===== config.mk =====
export PLATFORM = sky130hd
export DESIGN_NAME = yadif_deinterlace_pixel_flat
export DESIGN_NICKNAME = d
export VERILOG_FILES = /design/src/hw/rtl/ydp_pkg.sv /design/src/hw/rtl/ydp_if.sv /design/src/hw/rtl/ydp_cell.sv /design/src/hw/rtl/ydp_calc.sv /design/src/hw/rtl/yadif_deinterlace_pixel.sv /design/src/flat_wrapper.sv
export SDC_FILE = /design/constraint.sdc
export NUM_CORES = 2
export LEC_CHECK = 0
export BUFFER_PORTS_ARGS = -buffer_cell sky130_fd_sc_hd__buf_2
export CORE_UTILIZATION = 65
export DETAILED_ROUTE_END_ITERATION = 8
export GPL_TIMING_DRIVEN = 0
export HOLD_SLACK_MARGIN = 0.08
export PLACE_DENSITY = 0.91
export SYNTH_ARGS = -nofsm -noshare
export SYNTH_HDL_FRONTEND = slang
export SYNTH_HIERARCHICAL = 1
export SYNTH_SLANG_ARGS = --single-unit
export TNS_END_PERCENT = 20

===== constraint.sdc =====
create_clock -name i_clk -period 35.7 [get_ports i_clk]
set_clock_uncertainty 0.15 [all_clocks]
set_input_delay 5.355 -clock i_clk [delete_from_list [all_inputs] [get_ports i_clk]]
set_output_delay 5.355 -clock i_clk [all_outputs]
set_load 0.05 [all_outputs]

===== src/hw/rtl/ydp_pkg.sv =====
`timescale 1ns / 1ps
// ----------------------------------------------------------------------------
// ydp_pkg
// Shared types and constants of the pixel-stream deinterlacer.
// ----------------------------------------------------------------------------
package ydp_pkg;

    // one column word carries five rows of 8-bit pixels, y-2 in the low byte
    localparam int PIX_W  = 8;
    localparam int NROWS  = 5;
    localparam int COL_W  = PIX_W * NROWS;

    // window of columns, the output column sits in the middle
    localparam int WIN    = 7;
    localparam int CENTER = 3;

    // configuration port
    localparam int CFG_IDX_W  = 2;
    localparam int CFG_DATA_W = 13;

    typedef enum logic [CFG_IDX_W-1:0] {
        CFG_MODE          = 2'd0,
        CFG_FIELD_PARITY  = 2'd1,
        CFG_TEMPORAL_PICK = 2'd2,
        CFG_FRAME_HEIGHT  = 2'd3
    } t_cfg_idx;

    typedef logic [COL_W-1:0] t_rows;

    // column of the three frames held by one window cell
    typedef struct packed {
        t_rows prv;
        t_rows cur;
        t_rows nxt;
    } t_col;

    // window cell control
    typedef struct packed {
        logic step;
        logic fill;
    } t_cell_ctl;

    // per-pixel flags that travel with a window position
    typedef struct packed {
        logic copy;
        logic bottom;
        logic line_last;
        logic frame_last;
    } t_tag;

endpackage


===== src/hw/rtl/ydp_if.sv =====
`timescale 1ns / 1ps
// ----------------------------------------------------------------------------
// ydp_if
// Valid/ready stream interfaces for column words in and pixel words out.
// ----------------------------------------------------------------------------
interface ydp_in_if import ydp_pkg::*; ();
    logic  valid;
    logic  ready;
    t_rows prev_rows;
    t_rows cur_rows;
    t_rows next_rows;
    logic  line_end;

    modport source (output valid, prev_rows, cur_rows, next_rows, line_end, input ready);
    modport sink   (input valid, prev_rows, cur_rows, next_rows, line_end, output ready);
endinterface

interface ydp_out_if import ydp_pkg::*; ();
    logic             valid;
    logic             ready;
    logic [PIX_W-1:0] pixel;
    logic             is_line_last;
    logic             is_frame_last;

    modport source (output valid, pixel, is_line_last, is_frame_last, input ready);
    modport sink   (input valid, pixel, is_line_last, is_frame_last, output ready);
endinterface


===== src/hw/rtl/ydp_cell.sv =====
`timescale 1ns / 1ps
// ----------------------------------------------------------------------------
// ydp_cell
// One window position: holds a column of the three frames and takes its
// neighbor's column on each step, or the broadcast column on a line start.
// ----------------------------------------------------------------------------
module ydp_cell import ydp_pkg::*; (
    input  logic      i_clk,
    input  t_cell_ctl i_ctl,
    input  t_col      i_fill,
    input  t_col      i_nbr,
    output t_col      o_col
);

    t_col r_col;

    // shift from the neighbor, or fill on the first column of a line
    always_ff @(posedge i_clk) begin
        if (i_ctl.step) begin
            if (i_ctl.fill) begin
                r_col <= i_fill;
            end else begin
                r_col <= i_nbr;
            end
        end
    end

    assign o_col = r_col;

endmodule


===== src/hw/rtl/ydp_calc.sv =====
`timescale 1ns / 1ps
// ----------------------------------------------------------------------------
// ydp_calc
// Three-stage pixel pipeline: diagonal scores and temporal terms, edge
// direction pick and band width, clamp into the output register.
// ----------------------------------------------------------------------------
module ydp_calc import ydp_pkg::*; (
    input  logic             i_clk,
    input  logic             i_rst_n,
    input  logic             i_valid,
    input  t_tag             i_tag,
    input  t_rows            i_cur [WIN],
    input  t_rows            i_prev0,
    input  t_rows            i_next0,
    input  logic             i_skip_st,
    input  logic             i_tpick,
    output logic             o_ready,
    input  logic             i_out_ready,
    output logic             o_valid,
    output logic [PIX_W-1:0] o_pixel,
    output logic             o_line_last,
    output logic             o_frame_last
);

    localparam int NDG   = 5;
    localparam int DG_C  = 0;
    localparam int DG_M1 = 1;
    localparam int DG_M2 = 2;
    localparam int DG_P1 = 3;
    localparam int DG_P2 = 4;

    // byte k of a column, row y+2 repeats y+1 on the row above the bottom
    function automatic logic [PIX_W-1:0] rb(input t_rows v, input logic [2:0] k,
                                            input logic bt);
        logic [2:0] kk;
        kk = (k == 3'd4 && bt) ? 3'd3 : k;
        return v[PIX_W*kk +: PIX_W];
    endfunction

    function automatic logic [PIX_W-1:0] ad(input logic [PIX_W-1:0] a,
                                            input logic [PIX_W-1:0] b);
        return (a > b) ? a - b : b - a;
    endfunction

    function automatic logic [PIX_W-1:0] avg(input logic [PIX_W-1:0] a,
                                             input logic [PIX_W-1:0] b);
        logic [PIX_W:0] s;
        s = {1'b0, a} + {1'b0, b};
        return s[PIX_W:1];
    endfunction

    function automatic logic [PIX_W+1:0] dsum3(
        input logic [PIX_W-1:0] a0, input logic [PIX_W-1:0] b0,
        input logic [PIX_W-1:0] a1, input logic [PIX_W-1:0] b1,
        input logic [PIX_W-1:0] a2, input logic [PIX_W-1:0] b2);
        return {2'b00, ad(a0, b0)} + {2'b00, ad(a1, b1)} + {2'b00, ad(a2, b2)};
    endfunction

    function automatic logic signed [PIX_W+1:0] smax(input logic signed [PIX_W+1:0] a,
                                                     input logic signed [PIX_W+1:0] b);
        return (a > b) ? a : b;
    endfunction

    function automatic logic signed [PIX_W+1:0] smin(input logic signed [PIX_W+1:0] a,
                                                     input logic signed [PIX_W+1:0] b);
        return (a < b) ? a : b;
    endfunction

    // stage enables, a stage moves when the one after it can take a word
    logic mv1, mv2, mv3;
    logic r1_valid, r2_valid;

    assign mv3     = !o_valid || i_out_ready;
    assign mv2     = !r2_valid || mv3;
    assign mv1     = !r1_valid || mv2;
    assign o_ready = mv1;

    // ---------------- stage 1: scores, candidates, temporal terms ----------
    logic [PIX_W-1:0]         up [WIN];
    logic [PIX_W-1:0]         dn [WIN];
    t_rows                    p2, n2;
    logic [PIX_W-1:0]         c, e, d, td0, td1, td2, bb, ff, diff0;
    logic [PIX_W:0]           t1s, t2s;
    logic signed [PIX_W+1:0]  de, dc, bc, fe, mx, mn;
    logic [PIX_W+1:0]         ds [NDG];
    logic [PIX_W-1:0]         sp [NDG];

    always_comb begin
        for (int i = 0; i < WIN; i++) begin
            up[i] = i_cur[i][2*PIX_W-1:PIX_W];
            dn[i] = i_cur[i][4*PIX_W-1:3*PIX_W];
        end
        p2 = i_tpick ? i_prev0 : i_cur[CENTER];
        n2 = i_tpick ? i_cur[CENTER] : i_next0;
        c  = up[CENTER];
        e  = dn[CENTER];
        d  = avg(rb(p2, 3'd2, i_tag.bottom), rb(n2, 3'd2, i_tag.bottom));
        td0 = ad(rb(p2, 3'd2, i_tag.bottom), rb(n2, 3'd2, i_tag.bottom));
        t1s = {1'b0, ad(rb(i_prev0, 3'd1, i_tag.bottom), c)}
            + {1'b0, ad(rb(i_prev0, 3'd3, i_tag.bottom), e)};
        t2s = {1'b0, ad(rb(i_next0, 3'd1, i_tag.bottom), c)}
            + {1'b0, ad(rb(i_next0, 3'd3, i_tag.bottom), e)};
        td1 = t1s[PIX_W:1];
        td2 = t2s[PIX_W:1];
        diff0 = {1'b0, td0[PIX_W-1:1]};
        if (td1 > diff0) begin
            diff0 = td1;
        end
        if (td2 > diff0) begin
            diff0 = td2;
        end

        // spatial-temporal bounds
        bb = avg(rb(p2, 3'd0, i_tag.bottom), rb(n2, 3'd0, i_tag.bottom));
        ff = avg(rb(p2, 3'd4, i_tag.bottom), rb(n2, 3'd4, i_tag.bottom));
        de = $signed({2'b00, d}) - $signed({2'b00, e});
        dc = $signed({2'b00, d}) - $signed({2'b00, c});
        bc = $signed({2'b00, bb}) - $signed({2'b00, c});
        fe = $signed({2'b00, ff}) - $signed({2'b00, e});
        mx = smax(smax(de, dc), smin(bc, fe));
        mn = smin(smin(de, dc), smax(bc, fe));

        // diagonal scores and their interpolated values
        ds[DG_C]  = dsum3(up[2], dn[2], up[3], dn[3], up[4], dn[4]);
        ds[DG_M1] = dsum3(up[1], dn[3], up[2], dn[4], up[3], dn[5]);
        ds[DG_M2] = dsum3(up[0], dn[4], up[1], dn[5], up[2], dn[6]);
        ds[DG_P1] = dsum3(up[3], dn[1], up[4], dn[2], up[5], dn[3]);
        ds[DG_P2] = dsum3(up[4], dn[0], up[5], dn[1], up[6], dn[2]);
        sp[DG_C]  = avg(up[3], dn[3]);
        sp[DG_M1] = avg(up[2], dn[4]);
        sp[DG_M2] = avg(up[1], dn[5]);
        sp[DG_P1] = avg(up[4], dn[2]);
        sp[DG_P2] = avg(up[5], dn[1]);
    end

    logic                    r1_copy, r1_ll, r1_fl;
    logic [PIX_W-1:0]        r1_cpx, r1_d, r1_diff0;
    logic signed [PIX_W+1:0] r1_mx, r1_mn;
    logic [PIX_W+1:0]        r1_ds [NDG];
    logic [PIX_W-1:0]        r1_sp [NDG];

    always_ff @(posedge i_clk) begin
        if (!i_rst_n) begin
            r1_valid <= 1'b0;
        end else if (mv1) begin
            r1_valid <= i_valid;
        end
    end

    always_ff @(posedge i_clk) begin
        if (mv1) begin
            r1_copy  <= i_tag.copy;
            r1_ll    <= i_tag.line_last;
            r1_fl    <= i_tag.frame_last;
            r1_cpx   <= i_cur[CENTER][3*PIX_W-1:2*PIX_W];
            r1_d     <= d;
            r1_diff0 <= diff0;
            r1_mx    <= mx;
            r1_mn    <= mn;
            for (int i = 0; i < NDG; i++) begin
                r1_ds[i] <= ds[i];
                r1_sp[i] <= sp[i];
            end
        end
    end

    // ---------------- stage 2: edge direction and band width --------------
    logic signed [PIX_W+2:0] sc, dd, mn_x, mx_n;
    logic [PIX_W-1:0]        sp_sel;

    always_comb begin
        sc     = $signed({1'b0, r1_ds[DG_C]}) - 11'sd1;
        sp_sel = r1_sp[DG_C];
        // left-leaning diagonals, the steeper one only if the first wins
        if ($signed({1'b0, r1_ds[DG_M1]}) < sc) begin
            sc     = $signed({1'b0, r1_ds[DG_M1]});
            sp_sel = r1_sp[DG_M1];
            if ($signed({1'b0, r1_ds[DG_M2]}) < sc) begin
                sc     = $signed({1'b0, r1_ds[DG_M2]});
                sp_sel = r1_sp[DG_M2];
            end
        end
        // right-leaning diagonals
        if ($signed({1'b0, r1_ds[DG_P1]}) < sc) begin
            sc     = $signed({1'b0, r1_ds[DG_P1]});
            sp_sel = r1_sp[DG_P1];
            if ($signed({1'b0, r1_ds[DG_P2]}) < sc) begin
                sc     = $signed({1'b0, r1_ds[DG_P2]});
                sp_sel = r1_sp[DG_P2];
            end
        end

        // widen the temporal band unless the check is skipped
        mn_x = {r1_mn[PIX_W+1], r1_mn};
        mx_n = 11'sd0 - {r1_mx[PIX_W+1], r1_mx};
        dd   = $signed({3'b000, r1_diff0});
        if (!i_skip_st) begin
            if (mn_x > dd) begin
                dd = mn_x;
            end
            if (mx_n > dd) begin
                dd = mx_n;
            end
        end
    end

    logic             r2_copy, r2_ll, r2_fl;
    logic [PIX_W-1:0] r2_cpx, r2_d, r2_diff, r2_sp;

    always_ff @(posedge i_clk) begin
        if (!i_rst_n) begin
            r2_valid <= 1'b0;
        end else if (mv2) begin
            r2_valid <= r1_valid;
        end
    end

    always_ff @(posedge i_clk) begin
        if (mv2) begin
            r2_copy <= r1_copy;
            r2_ll   <= r1_ll;
            r2_fl   <= r1_fl;
            r2_cpx  <= r1_cpx;
            r2_d    <= r1_d;
            r2_diff <= dd[PIX_W-1:0];
            r2_sp   <= sp_sel;
        end
    end

    // ---------------- stage 3: clamp into the output register -------------
    logic [PIX_W:0]          hi;
    logic signed [PIX_W+1:0] lo;
    logic [PIX_W-1:0]        n_pixel;

    always_comb begin
        hi = {1'b0, r2_d} + {1'b0, r2_diff};
        lo = $signed({2'b00, r2_d}) - $signed({2'b00, r2_diff});
        if (r2_copy) begin
            n_pixel = r2_cpx;
        end else if ({1'b0, r2_sp} > hi) begin
            n_pixel = hi[PIX_W-1:0];
        end else if ($signed({2'b00, r2_sp}) < lo) begin
            n_pixel = lo[PIX_W-1:0];
        end else begin
            n_pixel = r2_sp;
        end
    end

    always_ff @(posedge i_clk) begin
        if (!i_rst_n) begin
            o_valid <= 1'b0;
        end else if (mv3) begin
            o_valid <= r2_valid;
        end
    end

    always_ff @(posedge i_clk) begin
        if (mv3) begin
            o_pixel      <= n_pixel;
            o_line_last  <= r2_ll;
            o_frame_last <= r2_fl;
        end
    end

endmodule


===== src/hw/rtl/yadif_deinterlace_pixel.sv =====
`timescale 1ns / 1ps
// ----------------------------------------------------------------------------
// yadif_deinterlace_pixel
// Pixel-stream deinterlacer for one plane: copies the kept field, rebuilds
// the other by edge-directed interpolation held in a temporal band.
// ----------------------------------------------------------------------------
// Usage
//   i_pix takes one column word per pixel in raster order: five rows
//   (y-2..y+2) of the previous, current and next frames, plus line_end on
//   the last column of each line. o_pix gives one pixel word per column
//   with line and frame end flags.
//   A seven-cell window of columns shifts once per accepted word; the pixel
//   of column x leaves with column x+3, passing from the window through the
//   score stage, the select stage and the output register.
//   Throughput is one column per cycle inside a line while the receiver
//   keeps up; the word carrying line_end holds the input off while the
//   window shifts the last column in again in ST_FL1, ST_FL2 and ST_FL3.
//   Reset empties the pipeline, clears the counters and loads the register
//   defaults; the window needs no clearing since a line start refills it.
//   A stalled receiver backs up the output register, two stage registers
//   and the window position; input keeps flowing until those are full.
//   Configuration writes go on i_cfg_we/i_cfg_idx/i_cfg_data while idle.
// ----------------------------------------------------------------------------
module yadif_deinterlace_pixel import ydp_pkg::*; #(
    parameter int MAX_WIDTH  = 4096,
    parameter int MAX_HEIGHT = 4096
) (
    input  logic                  i_clk,
    input  logic                  i_rst_n,
    ydp_in_if.sink                i_pix,
    ydp_out_if.source             o_pix,
    input  logic                  i_cfg_we,
    input  logic [CFG_IDX_W-1:0]  i_cfg_idx,
    input  logic [CFG_DATA_W-1:0] i_cfg_data
);

    localparam int CNT_W = $clog2(MAX_WIDTH + 1);
    localparam int ROW_W = $clog2(MAX_HEIGHT);
    localparam int HT_W  = ((CFG_DATA_W > ROW_W) ? CFG_DATA_W : ROW_W) + 1;

    typedef enum logic [3:0] {
        ST_RUN = 4'b0001,
        ST_FL1 = 4'b0010,
        ST_FL2 = 4'b0100,
        ST_FL3 = 4'b1000
    } t_fsm;

    // configuration registers
    logic [1:0]            r_mode;
    logic                  r_fpar;
    logic                  r_tpick;
    logic [CFG_DATA_W-1:0] r_height;

    always_ff @(posedge i_clk) begin
        if (!i_rst_n) begin
            r_mode   <= 2'd0;
            r_fpar   <= 1'b0;
            r_tpick  <= 1'b1;
            r_height <= CFG_DATA_W'(480);
        end else if (i_cfg_we) begin
            case (t_cfg_idx'(i_cfg_idx))
                CFG_MODE: begin
                    r_mode <= i_cfg_data[1:0];
                end
                CFG_FIELD_PARITY: begin
                    r_fpar <= i_cfg_data[0];
                end
                CFG_TEMPORAL_PICK: begin
                    r_tpick <= i_cfg_data[0];
                end
                CFG_FRAME_HEIGHT: begin
                    r_height <= i_cfg_data;
                end
                default: begin
                end
            endcase
        end
    end

    // control state
    t_fsm             r_state, n_state;
    logic [CNT_W-1:0] r_col_cnt, n_col_cnt;
    logic [ROW_W-1:0] r_row, n_row;
    logic [1:0]       r_fcol, n_fcol;
    logic             r_fend, n_fend;
    logic             r_w_valid, n_w_valid;
    t_tag             r_w_tag, n_w_tag;

    logic             calc_rdy;
    logic             w_move, in_rdy, in_acc, fl_step;
    t_cell_ctl        cell_ctl;

    // window advances when its current position is taken or needs no pixel
    assign w_move      = !r_w_valid || calc_rdy;
    assign in_rdy      = (r_state == ST_RUN) && w_move;
    assign i_pix.ready = in_rdy;
    assign in_acc      = i_pix.valid && in_rdy;
    assign fl_step     = (r_state != ST_RUN) && w_move;
    assign cell_ctl.step = in_acc || fl_step;
    assign cell_ctl.fill = in_acc && (r_col_cnt == '0);

    // row classification
    logic [HT_W-1:0] eff_h, y;
    logic            row_copy, row_bottom, row_last;

    always_comb begin
        eff_h = (HT_W'(r_height) > HT_W'(MAX_HEIGHT)) ? HT_W'(MAX_HEIGHT) : HT_W'(r_height);
        y     = HT_W'(r_row);
        row_last   = (y + HT_W'(1)) >= eff_h;
        row_bottom = (y + HT_W'(2)) >= eff_h;
        row_copy   = (y < HT_W'(2)) || row_last || (r_row[0] == r_fpar);
    end

    // sequencer: accept columns, then three flush steps at line end
    always_comb begin
        n_state   = r_state;
        n_col_cnt = r_col_cnt;
        n_row     = r_row;
        n_fcol    = r_fcol;
        n_fend    = r_fend;
        n_w_valid = w_move ? 1'b0 : r_w_valid;
        n_w_tag   = r_w_tag;
        if (cell_ctl.step) begin
            n_w_tag.copy       = row_copy;
            n_w_tag.bottom     = row_bottom;
            n_w_tag.line_last  = 1'b0;
            n_w_tag.frame_last = 1'b0;
        end
        case (r_state)
            ST_RUN: begin
                if (in_acc) begin
                    n_w_valid = (r_col_cnt >= CNT_W'(3));
                    if (i_pix.line_end) begin
                        n_state   = ST_FL1;
                        n_col_cnt = '0;
                        n_fcol    = (r_col_cnt >= CNT_W'(3)) ? 2'd3 : r_col_cnt[1:0];
                        n_fend    = row_last;
                    end else if (r_col_cnt < CNT_W'(MAX_WIDTH)) begin
                        n_col_cnt = r_col_cnt + CNT_W'(1);
                    end
                end
            end
            ST_FL1: begin
                if (fl_step) begin
                    n_w_valid = (r_fcol >= 2'd2);
                    n_state   = ST_FL2;
                end
            end
            ST_FL2: begin
                if (fl_step) begin
                    n_w_valid = (r_fcol != 2'd0);
                    n_state   = ST_FL3;
                end
            end
            ST_FL3: begin
                if (fl_step) begin
                    n_w_valid          = 1'b1;
                    n_w_tag.line_last  = 1'b1;
                    n_w_tag.frame_last = r_fend;
                    n_state            = ST_RUN;
                    n_row              = r_fend ? '0 : r_row + ROW_W'(1);
                end
            end
            default: begin
                n_state = ST_RUN;
            end
        endcase
    end

    always_ff @(posedge i_clk) begin
        if (!i_rst_n) begin
            r_state   <= ST_RUN;
            r_col_cnt <= '0;
            r_row     <= '0;
            r_fcol    <= 2'd0;
            r_fend    <= 1'b0;
            r_w_valid <= 1'b0;
        end else begin
            r_state   <= n_state;
            r_col_cnt <= n_col_cnt;
            r_row     <= n_row;
            r_fcol    <= n_fcol;
            r_fend    <= n_fend;
            r_w_valid <= n_w_valid;
        end
    end

    always_ff @(posedge i_clk) begin
        r_w_tag <= n_w_tag;
    end

    // window: row of cells, the top cell re-takes its own column on flush
    t_col  in_col;
    t_col  win [WIN];
    t_rows cur_cols [WIN];

    assign in_col.prv = i_pix.prev_rows;
    assign in_col.cur = i_pix.cur_rows;
    assign in_col.nxt = i_pix.next_rows;

    for (genvar g = 0; g < WIN; g++) begin : g_cell
        t_col nbr;
        if (g == WIN - 1) begin : g_top
            assign nbr = (r_state == ST_RUN) ? in_col : win[g];
        end else begin : g_mid
            assign nbr = win[g+1];
        end
        ydp_cell u_cell (
            .i_clk  (i_clk),
            .i_ctl  (cell_ctl),
            .i_fill (in_col),
            .i_nbr  (nbr),
            .o_col  (win[g])
        );
        assign cur_cols[g] = win[g].cur;
    end

    // pixel pipeline
    ydp_calc u_calc (
        .i_clk        (i_clk),
        .i_rst_n      (i_rst_n),
        .i_valid      (r_w_valid),
        .i_tag        (r_w_tag),
        .i_cur        (cur_cols),
        .i_prev0      (win[CENTER].prv),
        .i_next0      (win[CENTER].nxt),
        .i_skip_st    (r_mode[1]),
        .i_tpick      (r_tpick),
        .o_ready      (calc_rdy),
        .i_out_ready  (o_pix.ready),
        .o_valid      (o_pix.valid),
        .o_pixel      (o_pix.pixel),
        .o_line_last  (o_pix.is_line_last),
        .o_frame_last (o_pix.is_frame_last)
    );

endmodule


===== src/flat_wrapper.sv =====
// flat-port wrapper written by rule: the top's interface ports become plain ports
module yadif_deinterlace_pixel_flat import ydp_pkg::*;
#(
    parameter int MAX_WIDTH  = 4096,
    parameter int MAX_HEIGHT = 4096
)
  (i_clk, i_rst_n, i_cfg_we, i_cfg_idx, i_cfg_data, i_pix_valid, i_pix_prev_rows, i_pix_cur_rows, i_pix_next_rows, i_pix_line_end, i_pix_ready, o_pix_valid, o_pix_pixel, o_pix_is_line_last, o_pix_is_frame_last, o_pix_ready);
  ydp_in_if i_pix_i ();
  ydp_out_if o_pix_i ();
  input  logic i_clk;
  input  logic i_rst_n;
  input  logic i_cfg_we;
  input  logic [CFG_IDX_W-1:0] i_cfg_idx;
  input  logic [CFG_DATA_W-1:0] i_cfg_data;
  input wire logic [$bits(i_pix_i.valid)-1:0] i_pix_valid;
  input wire logic [$bits(i_pix_i.prev_rows)-1:0] i_pix_prev_rows;
  input wire logic [$bits(i_pix_i.cur_rows)-1:0] i_pix_cur_rows;
  input wire logic [$bits(i_pix_i.next_rows)-1:0] i_pix_next_rows;
  input wire logic [$bits(i_pix_i.line_end)-1:0] i_pix_line_end;
  output wire logic [$bits(i_pix_i.ready)-1:0] i_pix_ready;
  output wire logic [$bits(o_pix_i.valid)-1:0] o_pix_valid;
  output wire logic [$bits(o_pix_i.pixel)-1:0] o_pix_pixel;
  output wire logic [$bits(o_pix_i.is_line_last)-1:0] o_pix_is_line_last;
  output wire logic [$bits(o_pix_i.is_frame_last)-1:0] o_pix_is_frame_last;
  input wire logic [$bits(o_pix_i.ready)-1:0] o_pix_ready;
  assign i_pix_i.valid = i_pix_valid;
  assign i_pix_i.prev_rows = i_pix_prev_rows;
  assign i_pix_i.cur_rows = i_pix_cur_rows;
  assign i_pix_i.next_rows = i_pix_next_rows;
  assign i_pix_i.line_end = i_pix_line_end;
  assign i_pix_ready = i_pix_i.ready;
  assign o_pix_valid = o_pix_i.valid;
  assign o_pix_pixel = o_pix_i.pixel;
  assign o_pix_is_line_last = o_pix_i.is_line_last;
  assign o_pix_is_frame_last = o_pix_i.is_frame_last;
  assign o_pix_i.ready = o_pix_ready;
  yadif_deinterlace_pixel #(.MAX_WIDTH(MAX_WIDTH), .MAX_HEIGHT(MAX_HEIGHT)) u_core (.i_clk(i_clk), .i_rst_n(i_rst_n), .i_pix(i_pix_i), .o_pix(o_pix_i), .i_cfg_we(i_cfg_we), .i_cfg_idx(i_cfg_idx), .i_cfg_data(i_cfg_data));
endmodule

==> results by group <==
Floorplan
  – Area of the core: 0.0869 mm2
  – Die extent in y: 298 um
  – Initial Utilization: 0.656
  – Horiz. Die Dim: 298 um
  – IO Pins: 153
  – Cell row count: 108
  – Full die area: 0.0889 mm2

Run
  – # Max-Cap Violations: 0

Critical path
  – CP Max Fanout: 25
  – WP data arrival: 7380 ps
  – CP startpoint: o_pix_ready
  – Worst r2r src: u_core/r_tpick
  – Delay-heaviest family, CP: simple AND/OR/NAND/NOR gates
  – CP required: 30190 ps
  – Slowest Stage Delay on Critical Path: 590 ps
  – Crit-path cells: buf_2, nor2b_1, nand3_4, nor2b_1, nor2_1, buf_2
  – Buffers & Inverters on Critical Path: 2
  – Critical path class: in2out
  – CP max-delay cell: nor2b_1
  – Critical Path Sink Type: output port
  – Critical Path Start Type: input port

Cells and area
  – Area Growth Syn to Fin: 9.33%
  – Finished Layout Cells: 6700
  – # fillers: 5648
  – Nets: 6307
  – Layout cells sized above 1: 0.180

Clock network
  – H-tree level count: 3
  – Clock Latency Late Sink: 680 ps
  – Maximum root-to-sink buffer count: 3
  – CTS tree: done
  – Post_cts resized: 0
  – Clk root buf: clkbuf_16
  – Reg clk slew, reported paths: 60 ps
  – Post-CTS Setup Inserts: 0
  – Inserted Clock Buffers: 84
  – Hold Buf Count CTS: 0
  – Clock net sink count: 764

Timing
  – Period minus WS final: 12890 ps
  – Slew Viols, Final: 0
  – Setup TNS: 0 ps
  – Final setup fails: 0
  – PnR worst setup slack: 22810 ps
  – Hold Slack: 261 ps
  – Crit share post-route: 0.361
  – F_max: 0.0776 GHz
  – Slew @ Worst Pin: 1230 ps
  – Endpoints failing hold: 0
  – RSZ-0062 raised after global routing: no
  – Max_slew headroom: 0.177

Drt
  – Vias: 43000
  – Final ANT Viol Nets: 0
  – DRC: 0
  – TritonRoute pass-1 iters: 6
  – Iter 0 DRT Violations: 5357
  – Final wirelength: 164 mm
  – Drt wl/cell: 24.5 um
  – Drt via density: 6.42

Run status
  – Status: completed

GRT
  – Total track usage: 0.360
  – First-pass GRT wire length: 244 mm
  – Vias in the first global route: 42000
  – GR Overflow Total: 0
  – Largest net degree at the start of global routing: 128
  – Initial antenna violation count: 31

Synthesis
  – Syn_nets: 6061
  – Yosys warning total: 6
  – Post-Syn Area: 0.0570 mm2
  – Syn Area/Cell: 10.9 um2
  – Post-Syn Instances: 5210

Min path
  – Startpoint of the worst hold path: u_core/u_calc/r1_d[5]
  – Hold WC Path Type: reg2reg

Power
  – Peak supply drop: 0.135 mV
  – Int Pwr: 3.78 mW
  – Lkg Pwr: 27.1 nW
  – Flop pwr share: 0.224
  – Net Sw Frac: 0.452
  – Switching pwr: 3.12 mW
  – Combinational power share: 0.645
  – Power per cell area: 111 mW/mm2
  – Clock Power Share: 0.131

Placed design
  – Post-Place Setup Slack: 22940 ps
  – Placed cells: 6525
  – Port Buffer Count: 152
  – Global placer's final weighted congestion: 1.03
  – HPWL Detailed: 119 mm
==> layout make-up <==
cell class                 count  area (um2)  area share
antenna                       21        52.6    0.000843
buffer                       199        1200      0.0192
clock buffer                 110        2290      0.0368
clock inverter                44         551     0.00883
inverter                     468        1760      0.0283
multi-input combinational   3779       31700       0.508
sequential                   764       22400       0.359
tap                         1155        1450      0.0232
timing repair buffer         160         953      0.0153
==> cells in the final DEF (no fill, tap or decap), types with 74 or more instances in the layout <==
cell type and instances:
nor2b_1 74, a21oi_1 289, clkbuf_1 136, xor2_1 110
fa_1 101, ha_1 609, o21ai_0 147, clkbuf_16 86
inv_1 466, buf_2 165, xnor2_1 178, edfxtp_1 710
nand2_1 539, mux2i_1 184, a21o_1 135, mux2_2 598
nor2_1 235
==> worst paths after layout <==
| kind | end | slack, ps | cells past startpoint |
|---|---|---|---|
| worst max-delay path | i_pix_ready | 22810 | 6 |
| worst min-delay path | u_core/u_calc/r2_d[5] | 260 | 0 |
| worst max register to register | u_core/u_calc/r1_mx[0] | 24680 | 36 |
| worst min register to register | u_core/u_calc/r2_d[5] | 260 | 0 |
==> registers in the layout (all words and copies together) (netlist names), 2 cells and up <==
| name | count |
|---|---|
| u_core/u_calc/r1_diff0 | 8 |
| u_core/u_calc/r2_sp | 8 |
| u_core/r_w_tag | 4 |
| u_core/u_calc/r1_cpx | 8 |
| u_core/u_calc/r1_sp | 40 |
| u_core/r_col_cnt | 13 |
| u_core/u_calc/r2_diff | 8 |
| u_core/r_state | 4 |
| u_core/u_calc/r1_d | 8 |
| u_core/u_calc/r1_ds | 50 |
| u_core/u_calc/r2_cpx | 8 |
| u_core/u_calc/r1_mn | 9 |
| u_core/r_row | 12 |
| u_core/g_cell.u_cell/o_col | 528 |
| u_core/u_calc/r1_mx | 9 |
| u_core/u_calc/r2_d | 8 |
| u_core/r_height | 13 |
| u_core/r_fcol | 2 |
| u_core/u_calc/o_pixel | 8 |
==> metal layers <==
metal | share of wire | up-vias | global-route usage
met5 | 0.00090 | - | 0
met4 | 0.065 | 22 | 0.210
met3 | 0.11 | 599 | 0.0807
met2 | 0.45 | 2699 | 0.567
met1 | 0.37 | 20600 | 0.456
li1 | - | 19100 | -
==> power groups by stage <==
| stage | sequential [mW] | clock, mW | combinational (mW) |
|---|---|---|---|
| after floorplan | 1.49 | 0 | 3.24 |
| after global placement | 1.57 | 0 | 4.13 |
| after detailed placement | 1.55 | 0 | 4.30 |
| after CTS | 1.54 | 0.908 | 4.35 |
| after global routing | 1.56 | 0.945 | 4.84 |
| final | 1.54 | 0.903 | 4.45 |
==> per-stage QoR <==
| step | util | total power [mW] | cell area [um2] |
|---|---|---|---|
| after CTS | 0.717 | 6.79 | 62300 |
| after floorplan | - | 4.74 | 57000 |
| after global placement | 0.682 | 5.70 | 59200 |
| after global routing | 0.717 | 7.34 | 62300 |
| final | 0.717 | 6.90 | 62300 |
| after detailed placement | 0.684 | 5.85 | 59400 |
Power figures use the tool's default switching activity.
